`src/sv/unsorted_priority_queue_assert.svh`:
```
// Assertion macros shared by the queue RTL.
// Needs a clk and an active-low arst_n in the scope of each use.
`ifndef UNSORTED_PRIORITY_QUEUE_ASSERT_SVH
`define UNSORTED_PRIORITY_QUEUE_ASSERT_SVH

// General property, clocked on clk, off during reset.
`define UPQ_ASSERT(label, prop, msg) \
	label: assert property (@(posedge clk) disable iff (!arst_n) (prop)) else $error(msg);

// Condition that must never be seen at a clock edge.
`define UPQ_NEVER(label, cond, msg) \
	label: assert property (@(posedge clk) disable iff (!arst_n) !(cond)) else $error(msg);

`endif

```
`src/sv/upq_pkg.sv`:
```
// Shared types for the unsorted priority queue: op and status codes,
// sequencer states and the stored entry layout. No dependencies.
package upq_pkg;

	typedef enum logic [1:0] {
		OP_INSERT  = 2'd0,
		OP_POP_MIN = 2'd1,
		OP_POP_MAX = 2'd2
	} op_t;

	typedef enum logic [1:0] {
		STAT_OK    = 2'd0,
		STAT_FULL  = 2'd1,
		STAT_EMPTY = 2'd2
	} status_t;

	typedef enum logic [2:0] {
		ST_IDLE,
		ST_DECODE,
		ST_SCAN,
		ST_MOVE,
		ST_EMIT
	} state_t;

	typedef struct packed {
		logic signed [31:0] value;
		logic signed [15:0] prio;
	} entry_t;

endpackage

```
`src/sv/upq_scan.sv`:
```
// Shared priority comparator: keeps the best entry seen in a scan and
// captures the last held entry. Depends on upq_pkg (entry_t).
module upq_scan #(
	parameter int AW = 7
) (
	input  logic            clk,
	input  logic            arst_n,
	input  logic            start,
	input  logic            want_high,
	input  logic            smp_vld,
	input  logic [AW-1:0]   smp_idx,
	input  upq_pkg::entry_t smp_entry,
	input  logic [AW-1:0]   last_idx,
	output logic [AW-1:0]   best_idx,
	output upq_pkg::entry_t best_entry,
	output upq_pkg::entry_t last_entry
);
	import upq_pkg::*;

	logic          have_q;
	logic [AW-1:0] best_idx_q;
	entry_t        best_q;
	entry_t        last_q;
	logic          take;

	// strict compare: on ties the earlier index stays
	always_comb begin
		if (!have_q) begin
			take = 1'b1;
		end else if (want_high) begin
			take = smp_entry.prio > best_q.prio;
		end else begin
			take = smp_entry.prio < best_q.prio;
		end
	end

	always_ff @(posedge clk or negedge arst_n) begin
		if (!arst_n) begin
			have_q <= 1'b0;
		end else if (start) begin
			have_q <= 1'b0;
		end else if (smp_vld) begin
			have_q <= 1'b1;
		end
	end

	always_ff @(posedge clk) begin
		if (smp_vld && take) begin
			best_idx_q <= smp_idx;
			best_q     <= smp_entry;
		end
		if (smp_vld && (smp_idx == last_idx)) begin
			last_q <= smp_entry;
		end
	end

	assign best_idx   = best_idx_q;
	assign best_entry = best_q;
	assign last_entry = last_q;

endmodule

```
`config.mk`:
```
export PLATFORM = sky130hd
export DESIGN_NAME = upq_scan
export DESIGN_NICKNAME = d
export VERILOG_FILES = /design/src/sv/unsorted_priority_queue_assert.svh /design/src/sv/upq_pkg.sv /design/src/sv/upq_scan.sv
export SDC_FILE = /design/constraint.sdc
export NUM_CORES = 1
export LEC_CHECK = 0
export ABC_CLOCK_PERIOD_IN_PS = 4800
export BUFFER_PORTS_ARGS = -buffer_cell sky130_fd_sc_hd__buf_2
export CAP_MARGIN = 25
export CORE_UTILIZATION = 49
export DETAILED_ROUTE_END_ITERATION = 8
export PLACE_DENSITY = 0.87
export SYNTH_ARGS = -nofsm -noshare
export SYNTH_HDL_FRONTEND = slang
export SYNTH_SLANG_ARGS = --single-unit
```
`constraint.sdc`:
```
create_clock -name clk -period 4.8 [get_ports clk]
set_input_delay 0.96 -clock clk [delete_from_list [all_inputs] [get_ports clk]]
set_output_delay 0.96 -clock clk [all_outputs]
set_load 0.03 [all_outputs]
```
==> metrics.md, run 1 <==
| Metric | Value |
|---|---|
| #FFs+latches synth | `104` |
| # IOs | `170` |
| Detail Route Antenna Nets | `0` |
| Post-synthesis sequential area ratio | `85.64%` |
| Worst Max-Slew Pin Slew | `0.6692 ns` |
| Final nets | `441` |
| Critical-path maximum fanout | `34` |
| Leak Pwr | `2.026 nW` |
| Synth Area in Adders | `5.498%` |
| Top cell type's share of synthesized area | `84.95%` |
| Post-synth top cells | `103 x edfxtp_1, 16 x ha_1, 16 x inv_1` |
| Complex-gate fraction of the synthesized area | `2.852%` |
| Synth async-reset ratio | `0.9615%` |
| Total GRT Usage | `17.74%` |
| Ratio of cells with drive above 1 in the final layout | `51.79%` |
| VDD IR-drop max | `0.0001865 V` |
| Grt ovf | `0` |
| Vias in the first global route | `2,084` |
| Fin cells | `462` |
| Mux cell area share after synthesis | `0%` |
| Post-CTS Setup Bufs | `0` |
| Die W | `88.20 um` |
| Hold WS | `0.3703 ns` |
| Setup Skew | `0.01496 ns` |
| Worst min path class | `input pin to asynchronous set/reset pin` |
| Layout area overhead | `32.30%` |
| Max incr delay on CP | `0.62 ns` |
| Die area | `7779 um^2` |
| Initial antenna violation count | `0` |
| Unique masters post-synth | `23` |
| Fmax | `314.0 MHz` |
| # diodes | `0` |
| Data required, critical path | `4.84 ns` |
| Routed vias/inst | `4.721` |
| DR WL/cell | `14.79 um` |
| Fill cells | `534` |
| Pin count of the biggest net entering global routing | `35` |
| Fin crit period | `3.185 ns` |
| Synth Area in XOR/XNOR | `1.684%` |
| Final cycle utilization of the critical path | `66.36%` |
| Synth Warn # | `0` |
| Number of cells after detailed placement | `446` |
| CTS Buf Count | `9` |
| GPL Wtd Cong | `0.8167` |
| # Max-Cap Violations | `0` |
| Syn Area/Cell | `20.69 um^2` |
| Synth area leaders | `edfxtp_1 85%, ha_1 5.5%, xnor2_1 1.7%` |
| CP arrival | `3.22 ns` |
| Pwr/cell area | `360.6 nW/um^2` |
| Via count | `2,181` |
| Starting DRT DRC Count | `74` |
| Worst Setup End Kind | `flip-flop` |
| Most frequent cell after synthesis | `edfxtp_1` |
| Clock insertion delay at the later pin of the skew report | `0.35 ns` |
| WS Path Type | `input pin to flip-flop` |
| Post-Syn Nets | `259` |
| Dominant cell type by area after synthesis | `edfxtp_1` |
| Worst R2R Start | `best_entry[5]` |
| Number of cell rows | `31` |
| Core area | `7214 um^2` |
| Starting Density | `50.47%` |
| CTS Hold Bufs | `0` |
| Hpwl dp | `5078 um` |
| Number of H-tree levels | `3` |
| Routed WL | `6833 um` |
| Syn Std Cell Area | `3641 um^2` |
| Worst setup SP type | `input pin` |
| Largest family of logic cells by synthesized area | `adder cells` |
| Final Cell Area | `4817 um^2` |
| Syn Inst Count | `176` |
| Post-Route Setup TNS | `0 ns` |
| Post-synth EDFFs | `103` |
| Post-CTS resize count | `0` |
| Slew margin rel. | `55.28%` |
| Crit-path cells | `buf_2 -> ha_1 -> nand4_2 -> o21bai_1 -> a211o_1 -> o31ai_1 -> o211a_2 -> buf_12` |
| Most used DFF post-synth | `edfxtp_1` |
| Pins over their slew limit | `0` |
| Hold Violations, Final | `0` |
| Status | `finished clean` |
| Clock buffer depth | `2` |
| Clock-pin slew on the worst setup and hold paths | `0.09 ns` |
| PortBufs | `169` |
| Clock Tree Root | `clkbuf_8` |
| Slowest CP cell | `o211a_2` |
| Die span in y | `88.20 um` |
| Drt pass-1 iters | `4` |
| CP Launch Point | `smp_entry[15]` |
| Global-route wire length before repair | `9887 um` |
| CTS Sinks | `104` |
| Synth Area in Simple Gates | `2.680%` |
| CTS tree | `yes` |
| Drt drc | `0` |
| Area after DPL | `4646 um^2` |
| Endpoints failing setup | `0` |
| Unrepaired setup endpoints after global routing | `no` |
-- routing by layer --
layer / routed length, um / up-vias / share of wire (%) / GRT usage, %
li1: - / 1042 / - / -
met2: 3536 / 109 / 52 / 30.42
met5: 0 / - / 0 / 0
met3: 496 / 9 / 7.3 / 5.184
met1: 2734 / 1021 / 40 / 20.90
met4: 65 / 0 / 0.95 / 7.478
-- logic make-up after synthesis --
logic type,Yosys count
flip-flops,104
AND/OR/NAND/NOR,18
buffers and inverters,16
adder cells (fa/ha/maj),16
AO/OA/AOI/OAI,15
XOR/XNOR,7
-- through the flow --
step	util (%)	setup slack [ns]	total power (W)
floorplan	-	1.113	0.001199
global placement	64.39	1.365	0.001280
detailed placement	64.39	1.234	0.001287
CTS	66.77	1.588	0.001754
global route	66.77	1.459	0.001804
finish	66.77	1.615	0.001737
-- sequential cells by signal, summed over array words and instances (netlist names) --
signal,cells
best_entry,48
have_q,1
last_entry,48
best_idx,7
-- worst max-delay path: cells and delay by family --
kind,cells,cell delay [ns]
adder cells (fa/ha/maj),1,0.33
buffers and inverters,2,0.41
AND/OR/NAND/NOR,1,0.15
AO/OA/AOI/OAI,4,1.35
-- final timing paths --
| path | endpoint | slack, ns | depth (start not counted) |
|---|---|---|---|
| max in group asynchronous | have_q | 4.35 | 1 |
| hold reg to reg | have_q | 0.53 | 2 |
| setup reg to reg | best_entry[45] | 1.93 | 8 |
| hold / removal | have_q | 0.37 | 1 |
| min in group clk | have_q | 0.53 | 2 |
| setup / recovery | best_entry[45] | 1.61 | 8 |
-- cell type report --
type                       count  area, um^2  share of cell area [%]
sequential                   104        3118                   64.73
timing repair buffer         171       873.3                   18.13
multi-input combinational     56       470.5                   9.766
clock buffer                  11       131.4                   2.727
tap                           99       123.9                   2.571
inverter                      16       60.06                   1.247
clock inverter                 5       40.04                  0.8312
-- placed cells by master (no fill, tap or decap), types with 2 or more instances in the layout --
master      netlist  routed
nand2_1           4       4
nor2_1            4       3
a21oi_1           5       5
ha_1             16      16
clkbuf_8          0       9
clkbuf_1          0       2
inv_1            16      16
o21bai_1          2       2
clkinvlp_4        0       2
nand4_1           5       5
edfxtp_1        103     103
buf_2             0     169
xnor2_1           7       7
-- where the power goes --
part | internal [W] | leakage (nW) | switching, W
combinational | 0.0000676 | 0.969 | 0.000142
clock | 0.000194 | 0.0819 | 0.000279
sequential | 0.00104 | 0.975 | 0.0000115
(Power assumes the default switching activity.)
==> run 2: changes to the inputs <==
--- a/config.mk
+++ b/config.mk
@@ -5,12 +5,12 @@
 export SDC_FILE = /design/constraint.sdc
 export NUM_CORES = 1
 export LEC_CHECK = 0
-export ABC_CLOCK_PERIOD_IN_PS = 4800
+export ABC_CLOCK_PERIOD_IN_PS = 2930
 export BUFFER_PORTS_ARGS = -buffer_cell sky130_fd_sc_hd__buf_2
 export CAP_MARGIN = 25
-export CORE_UTILIZATION = 49
+export CORE_UTILIZATION = 41
 export DETAILED_ROUTE_END_ITERATION = 8
-export PLACE_DENSITY = 0.87
+export PLACE_DENSITY = 0.78
 export SYNTH_ARGS = -nofsm -noshare
 export SYNTH_HDL_FRONTEND = slang
 export SYNTH_SLANG_ARGS = --single-unit
==> constraint.sdc (replaced) <==
create_clock -name clk -period 2.93 [get_ports clk]
set_input_delay 0.586 -clock clk [delete_from_list [all_inputs] [get_ports clk]]
set_output_delay 0.586 -clock clk [all_outputs]
set_load 0.03 [all_outputs]
==> metrics.md, run 2 (synthesis results as in run 1) <==
| Metric | Value |
|---|---|
| Status | `finished clean` |
| Buffers and inverters on the worst path | `2` |
| Total GRT Usage | `15.57%` |
| Crit-path cells | `inv_1 -> ha_1 -> a21oi_1 -> o21bai_1 -> a211o_1 -> o31ai_1 -> o211a_4 -> buf_12` |
| Sequential Area | `3118 um^2` |
| Hpwl dp | `5275 um` |
| Commonest non-fill, non-tap cells in the layout | `169 x buf_2, 103 x edfxtp_1, 16 x inv_1, 16 x ha_1, 9 x clkbuf_8` |
| DR WL/cell | `15.11 um` |
| Number of H-tree levels | `3` |
| Max incr delay on CP | `0.41 ns` |
| Pwr/cell area | `588.9 nW/um^2` |
| PortBufs | `169` |
| CTS tree | `yes` |
| Hold Violations, Final | `0` |
| Drt pass-1 iters | `4` |
| # IOs | `170` |
| Clock Tree Root | `clkbuf_8` |
| Setup Skew | `0.01008 ns` |
| GPL Wtd Cong | `0.6767` |
| Commonest non-fill, non-tap cell in the layout | `buf_2` |
| Power, Total | `0.002862 W` |
| Routed WL | `7147 um` |
| Starting DRT DRC Count | `82` |
| Fill cells | `755` |
| Clock buffer depth | `2` |
| Unrepaired setup endpoints after global routing | `no` |
| Slowest CP cell | `edfxtp_1` |
| Post-CTS Setup Bufs | `0` |
| Core area | `8678 um^2` |
| Crit-path leading delay family | `compound AO/OA/AOI/OAI gates` |
| Fin crit period | `2.485 ns` |
| Die span in y | `96.24 um` |
| Number of cell rows | `34` |
| Pins over their slew limit | `0` |
| Worst Setup End Kind | `flip-flop` |
| Post-Route Setup TNS | `0 ns` |
| Via count | `2,195` |
| Routed vias/inst | `4.641` |
| Clock insertion delay at the later pin of the skew report | `0.36 ns` |
| Die area | `9261 um^2` |
| Fmax | `402.4 MHz` |
| Global-route wire length before repair | `10,320 um` |
| Data required, critical path | `2.97 ns` |
| Grt ovf | `0` |
| Drt drc | `0` |
| Final cycle utilization of the critical path | `84.81%` |
| Starting Density | `41.96%` |
| Initial antenna violation count | `0` |
| Final Cell Area | `4860 um^2` |
| PnR worst setup slack | `0.4449 ns` |
| Clock-pin slew on the worst setup and hold paths | `0.09 ns` |
| Worst setup SP type | `flip-flop` |
| CP arrival | `2.53 ns` |
| Worst Max-Slew Pin Slew | `0.3854 ns` |
| VDD IR-drop max | `0.0002599 V` |
| # diodes | `0` |
| CTS Buf Count | `9` |
| Pin count of the biggest net entering global routing | `43` |
| CTS Sinks | `104` |
| Area of the multi-input gates | `478.0 um^2` |
| Endpoints failing setup | `0` |
| Leak Pwr | `2.048 nW` |
| WS Path Type | `flip-flop to flip-flop` |
| Final nets | `444` |
| Slew margin rel. | `73.64%` |
| Worst min path class | `input pin to flip-flop` |
| # Max-Cap Violations | `0` |
| Layout area overhead | `33.47%` |
| Detail Route Antenna Nets | `0` |
| Vias in the first global route | `2,053` |
| Ratio of cells with drive above 1 in the final layout | `52.05%` |
| Die W | `96.24 um` |
| Hold WS | `0.3678 ns` |
| Critical-path maximum fanout | `42` |
| Dpl ws | `0.1554 ns` |
| Area after DPL | `4679 um^2` |
[run 2: per-stage QoR]
stage | std cells | utilization [%]
after global placement | 457 | 53.92
after floorplan | 176 | -
after global routing | 473 | 56.00
after detailed placement | 457 | 53.92
final | 473 | 56.00
after CTS | 473 | 56.00
[run 2: final timing paths]
kind / from / end / slack (ns) / depth (start not counted)
min in group asynchronous: arst_n / have_q / 0.53 / 2
max reg2reg: best_entry[11] / best_entry[2] / 0.44 / 8
min: start / have_q / 0.37 / 2
max in group asynchronous: arst_n / have_q / 2.31 / 2
max: best_entry[11] / best_entry[2] / 0.44 / 8
min reg2reg: have_q / have_q / 0.53 / 2
[run 2: where the power goes]
part	internal [W]	switching, W	total, W
Clock	0.000316	0.000474	0.000790
Combinational	0.000113	0.000232	0.000345
Sequential	0.00171	0.0000189	0.00173
[run 2: metal layers]
| layer | share of wire (%) | track usage (%) | vias to the layer above |
|---|---|---|---|
| met5 | 0 | 0 | - |
| met3 | 9.9 | 4.502 | 12 |
| met2 | 49 | 25.47 | 128 |
| met4 | 1.7 | 6.716 | 0 |
| li1 | - | - | 1049 |
| met1 | 40 | 19.22 | 1006 |
[run 2: timing repair]
item	4_1_cts	5_1_grt
hold endpoints to repair	1	0
hold buffers	1	0
resized for setup	0	0
[run 2: area by class of cell]
type                    instances  area share, %
clock inverters                 5         0.8754
clock buffers                  10          2.626
well taps                     108          2.781
inverters                      16          1.236
flip-flops and latches        104          64.16
repair buffers                174          18.49
multi-input cells              56          9.835
==> run 3: changes to the inputs <==
--- a/config.mk
+++ b/config.mk
@@ -5,12 +5,13 @@
 export SDC_FILE = /design/constraint.sdc
 export NUM_CORES = 1
 export LEC_CHECK = 0
-export ABC_CLOCK_PERIOD_IN_PS = 2930
+export ABC_AREA = 1
+export ABC_CLOCK_PERIOD_IN_PS = 2200
 export BUFFER_PORTS_ARGS = -buffer_cell sky130_fd_sc_hd__buf_2
 export CAP_MARGIN = 25
-export CORE_UTILIZATION = 41
+export CORE_UTILIZATION = 42
 export DETAILED_ROUTE_END_ITERATION = 8
-export PLACE_DENSITY = 0.78
+export PLACE_DENSITY = 0.79
 export SYNTH_ARGS = -nofsm -noshare
 export SYNTH_HDL_FRONTEND = slang
 export SYNTH_SLANG_ARGS = --single-unit
==> constraint.sdc (replaced) <==
create_clock -name clk -period 2.2 [get_ports clk]
set_input_delay 0.44 -clock clk [delete_from_list [all_inputs] [get_ports clk]]
set_output_delay 0.44 -clock clk [all_outputs]
set_load 0.03 [all_outputs]
==> metrics.md, run 3 <==
| Metric | Value |
|---|---|
| Status | `finished clean` |
| Switching power total | `0.001058 W` |
| Starting Density | `44.22%` |
| WS Path Type | `flip-flop to flip-flop` |
| Final nets | `494` |
| Leak Pwr | `2.283 nW` |
| Die area | `9204 um^2` |
| Layout area overhead | `43.59%` |
| #FFs+latches synth | `104` |
| Pin count of the biggest net entering global routing | `34` |
| Routed vias/inst | `4.572` |
| Unique masters post-synth | `21` |
| Hold WS | `0.2318 ns` |
| Critical-path maximum fanout | `8` |
| Slew margin rel. | `78.56%` |
| Worst r2r dst | `best_idx[3]` |
| Final cycle utilization of the critical path | `96.29%` |
| P_int | `0.002944 W` |
| # diodes | `0` |
| Most used DFF post-synth | `edfxtp_1` |
| Fill cells | `637` |
| Hold Violations, Final | `0` |
| Core area | `8382 um^2` |
| Hpwl dp | `5540 um` |
| Worst min path class | `input pin to flip-flop` |
| Combinational Power Share | `14.9%` |
| Unrepaired setup endpoints after global routing | `yes` |
| Grt ovf | `0` |
| CTS Sinks | `104` |
| CTS tree | `yes` |
| Switching share of power | `26.44%` |
| Post-synthesis sequential area ratio | `84.13%` |
| Drt pass-1 iters | `4` |
| Commonest non-fill, non-tap cells in the layout | `169 x buf_2, 103 x edfxtp_1, 19 x nand2_1, 17 x inv_1, 11 x buf_4` |
| Initial antenna violation count | `0` |
| Routed WL | `7660 um` |
| Clock buffer depth | `2` |
| Top cell type's share of synthesized area | `83.46%` |
| Complex-gate fraction of the synthesized area | `1.891%` |
| Number of cell rows | `33` |
| Synth async-reset ratio | `0.9615%` |
| Mux cell area share after synthesis | `0%` |
| Post-synth EDFFs | `103` |
| CP arrival | `2.20 ns` |
| Pins over their slew limit | `0` |
| Most frequent cell after synthesis | `edfxtp_1` |
| Worst setup SP type | `flip-flop` |
| Clock-pin slew on the worst setup and hold paths | `0.10 ns` |
| Ratio of cells with drive above 1 in the final layout | `57.69%` |
| Worst Max-Slew Pin Slew | `0.3192 ns` |
| Clock group share of total power | `27.6%` |
| DR WL/cell | `14.70 um` |
| Drt drc | `0` |
| Syn Std Cell Area | `3706 um^2` |
| Data required, critical path | `2.28 ns` |
| Syn Area/Cell | `17.82 um^2` |
| GPL Wtd Cong | `0.7433` |
| Largest family of logic cells by synthesized area | `adder cells` |
| Detail Route Antenna Nets | `0` |
| # IOs | `170` |
| Total GRT Usage | `16.02%` |
| Die span in y | `95.94 um` |
| Worst Reg-to-Reg Cells | `14` |
| Number of H-tree levels | `3` |
| # Max-Cap Violations | `0` |
| Via count | `2,382` |
| Synth Area in XOR/XNOR | `0.4727%` |
| Synth Area in Adders | `5.402%` |
| Synth Warn # | `0` |
| Clock Tree Root | `clkbuf_8` |
| Clock insertion delay at the later pin of the skew report | `0.36 ns` |
| Number of cells after detailed placement | `495` |
| Beginning of the worst hold path | `start` |
| Endpoints failing setup | `0` |
| Dominant cell type by area after synthesis | `edfxtp_1` |
| Sequential Area | `3118 um^2` |
| CTS Buf Count | `9` |
| Vias in the first global route | `2,298` |
| Die W | `95.94 um` |
| Starting DRT DRC Count | `56` |
| Commonest non-fill, non-tap cell in the layout | `buf_2` |
| Area of the multi-input gates | `618.1 um^2` |
| Worst Setup End Kind | `flip-flop` |
| Post-Syn Nets | `291` |
| PortBufs | `169` |
| Global-route wire length before repair | `10,650 um` |
| Setup Skew | `0.01221 ns` |
| Min-Delay Endpoint | `have_q` |
| Fin cells | `521` |
| Post-Route Setup TNS | `0 ns` |
| Worst hold path depth | `2` |
| Synth area leaders | `edfxtp_1 83%, ha_1 5.4%, inv_1 2.6%` |
| Fin crit period | `2.118 ns` |
| Reg power frac | `57.5%` |
| Syn Inst Count | `208` |
| Fmax | `472.1 MHz` |
| VDD IR-drop max | `0.0004191 V` |
| Pwr/cell area | `752.0 nW/um^2` |
| Final Core Density | `63.49%` |
| Worst R2R Start | `best_entry[7]` |
| Post-synth top cells | `103 x edfxtp_1, 26 x inv_1, 23 x nand2_1` |
| Synth Area in Simple Gates | `5.165%` |
| Slack of the worst reg-to-reg path | `0.08 ns` |
[run 3: final cells by class]
| type | instances | area share, % |
|---|---|---|
| sequential | 104 | 58.59 |
| timing repair buffer | 192 | 21.49 |
| multi-input combinational | 75 | 11.62 |
| tap | 105 | 2.469 |
| clock buffer | 9 | 2.328 |
| inverter | 29 | 2.257 |
| clock inverter | 7 | 1.246 |
[run 3: what timing repair did]
item,CTS,global route
setup buffers,0,3
resized for setup,0,24
endpoints found under the setup margin,0,55
hold buffers,1,0
hold endpoints to repair,1,0
[run 3: cells by family (layout without fill, tap and decap cells)]
logic type,Yosys count,in the layout
adder cells (fa/ha/maj),16,16
XOR/XNOR,2,2
buffers and inverters,29,237
AO/OA/AOI/OAI,12,12
flip-flops,104,104
AND/OR/NAND/NOR,45,45
[run 3: layer usage]
metal  part of all wire, %  track usage, %  up-vias  wire length [um]
li1                      -               -     1162                 -
met1                    41           18.54     1103              3156
met2                    50           27.62      108              3822
met3                   7.8           5.924        9               597
met4                   1.1           5.100        0                82
met5                     0               0        -                 0
[run 3: critical path, cell delays in order (launching register included)]
cell        delay (ns)
edfxtp_1          0.43
inv_2             0.09
ha_4              0.19
a21o_1            0.16
nor2_2            0.11
nand2_2           0.07
nand2_2           0.08
nand2_2           0.06
nand2_1           0.06
nand3_1           0.06
nand3_1           0.09
nand2_2           0.06
clkinvlp_4        0.08
buf_6             0.14
clkbuf_16         0.16
[run 3: worst max path at each step]
stage / start / to / slack (ns) / cells after the start
floorplan: smp_idx[1] / last_entry[0] / -0.68 / 4
global placement: smp_entry[13] / best_entry[25] / -0.1 / 12
detailed placement: smp_entry[13] / best_entry[47] / -0.15 / 12
CTS: best_entry[13] / best_entry[37] / 0.03 / 12
global route: best_entry[7] / best_entry[39] / -0.05 / 14
finish: best_entry[7] / best_idx[3] / 0.08 / 14
[run 3: metrics by stage]
step	instance area [um^2]	power (W)	worst slack, ns
floorplan	3749	0.002642	-0.6825
global placement	4861	0.002842	-0.09902
detailed placement	4861	0.002860	-0.1486
CTS	5061	0.003960	0.02891
global route	5321	0.004172	-0.05211
finish	5321	0.004002	0.08159
[run 3: power groups by stage]
stage	Sequential, W	Combinational, W	Clock (W)
after floorplan	0.00251	0.000129	0
after global placement	0.00234	0.000499	0
after detailed placement	0.00235	0.000512	0
after CTS	0.00230	0.000515	0.00114
after global routing	0.00231	0.000651	0.00121
final	0.00230	0.000594	0.00110
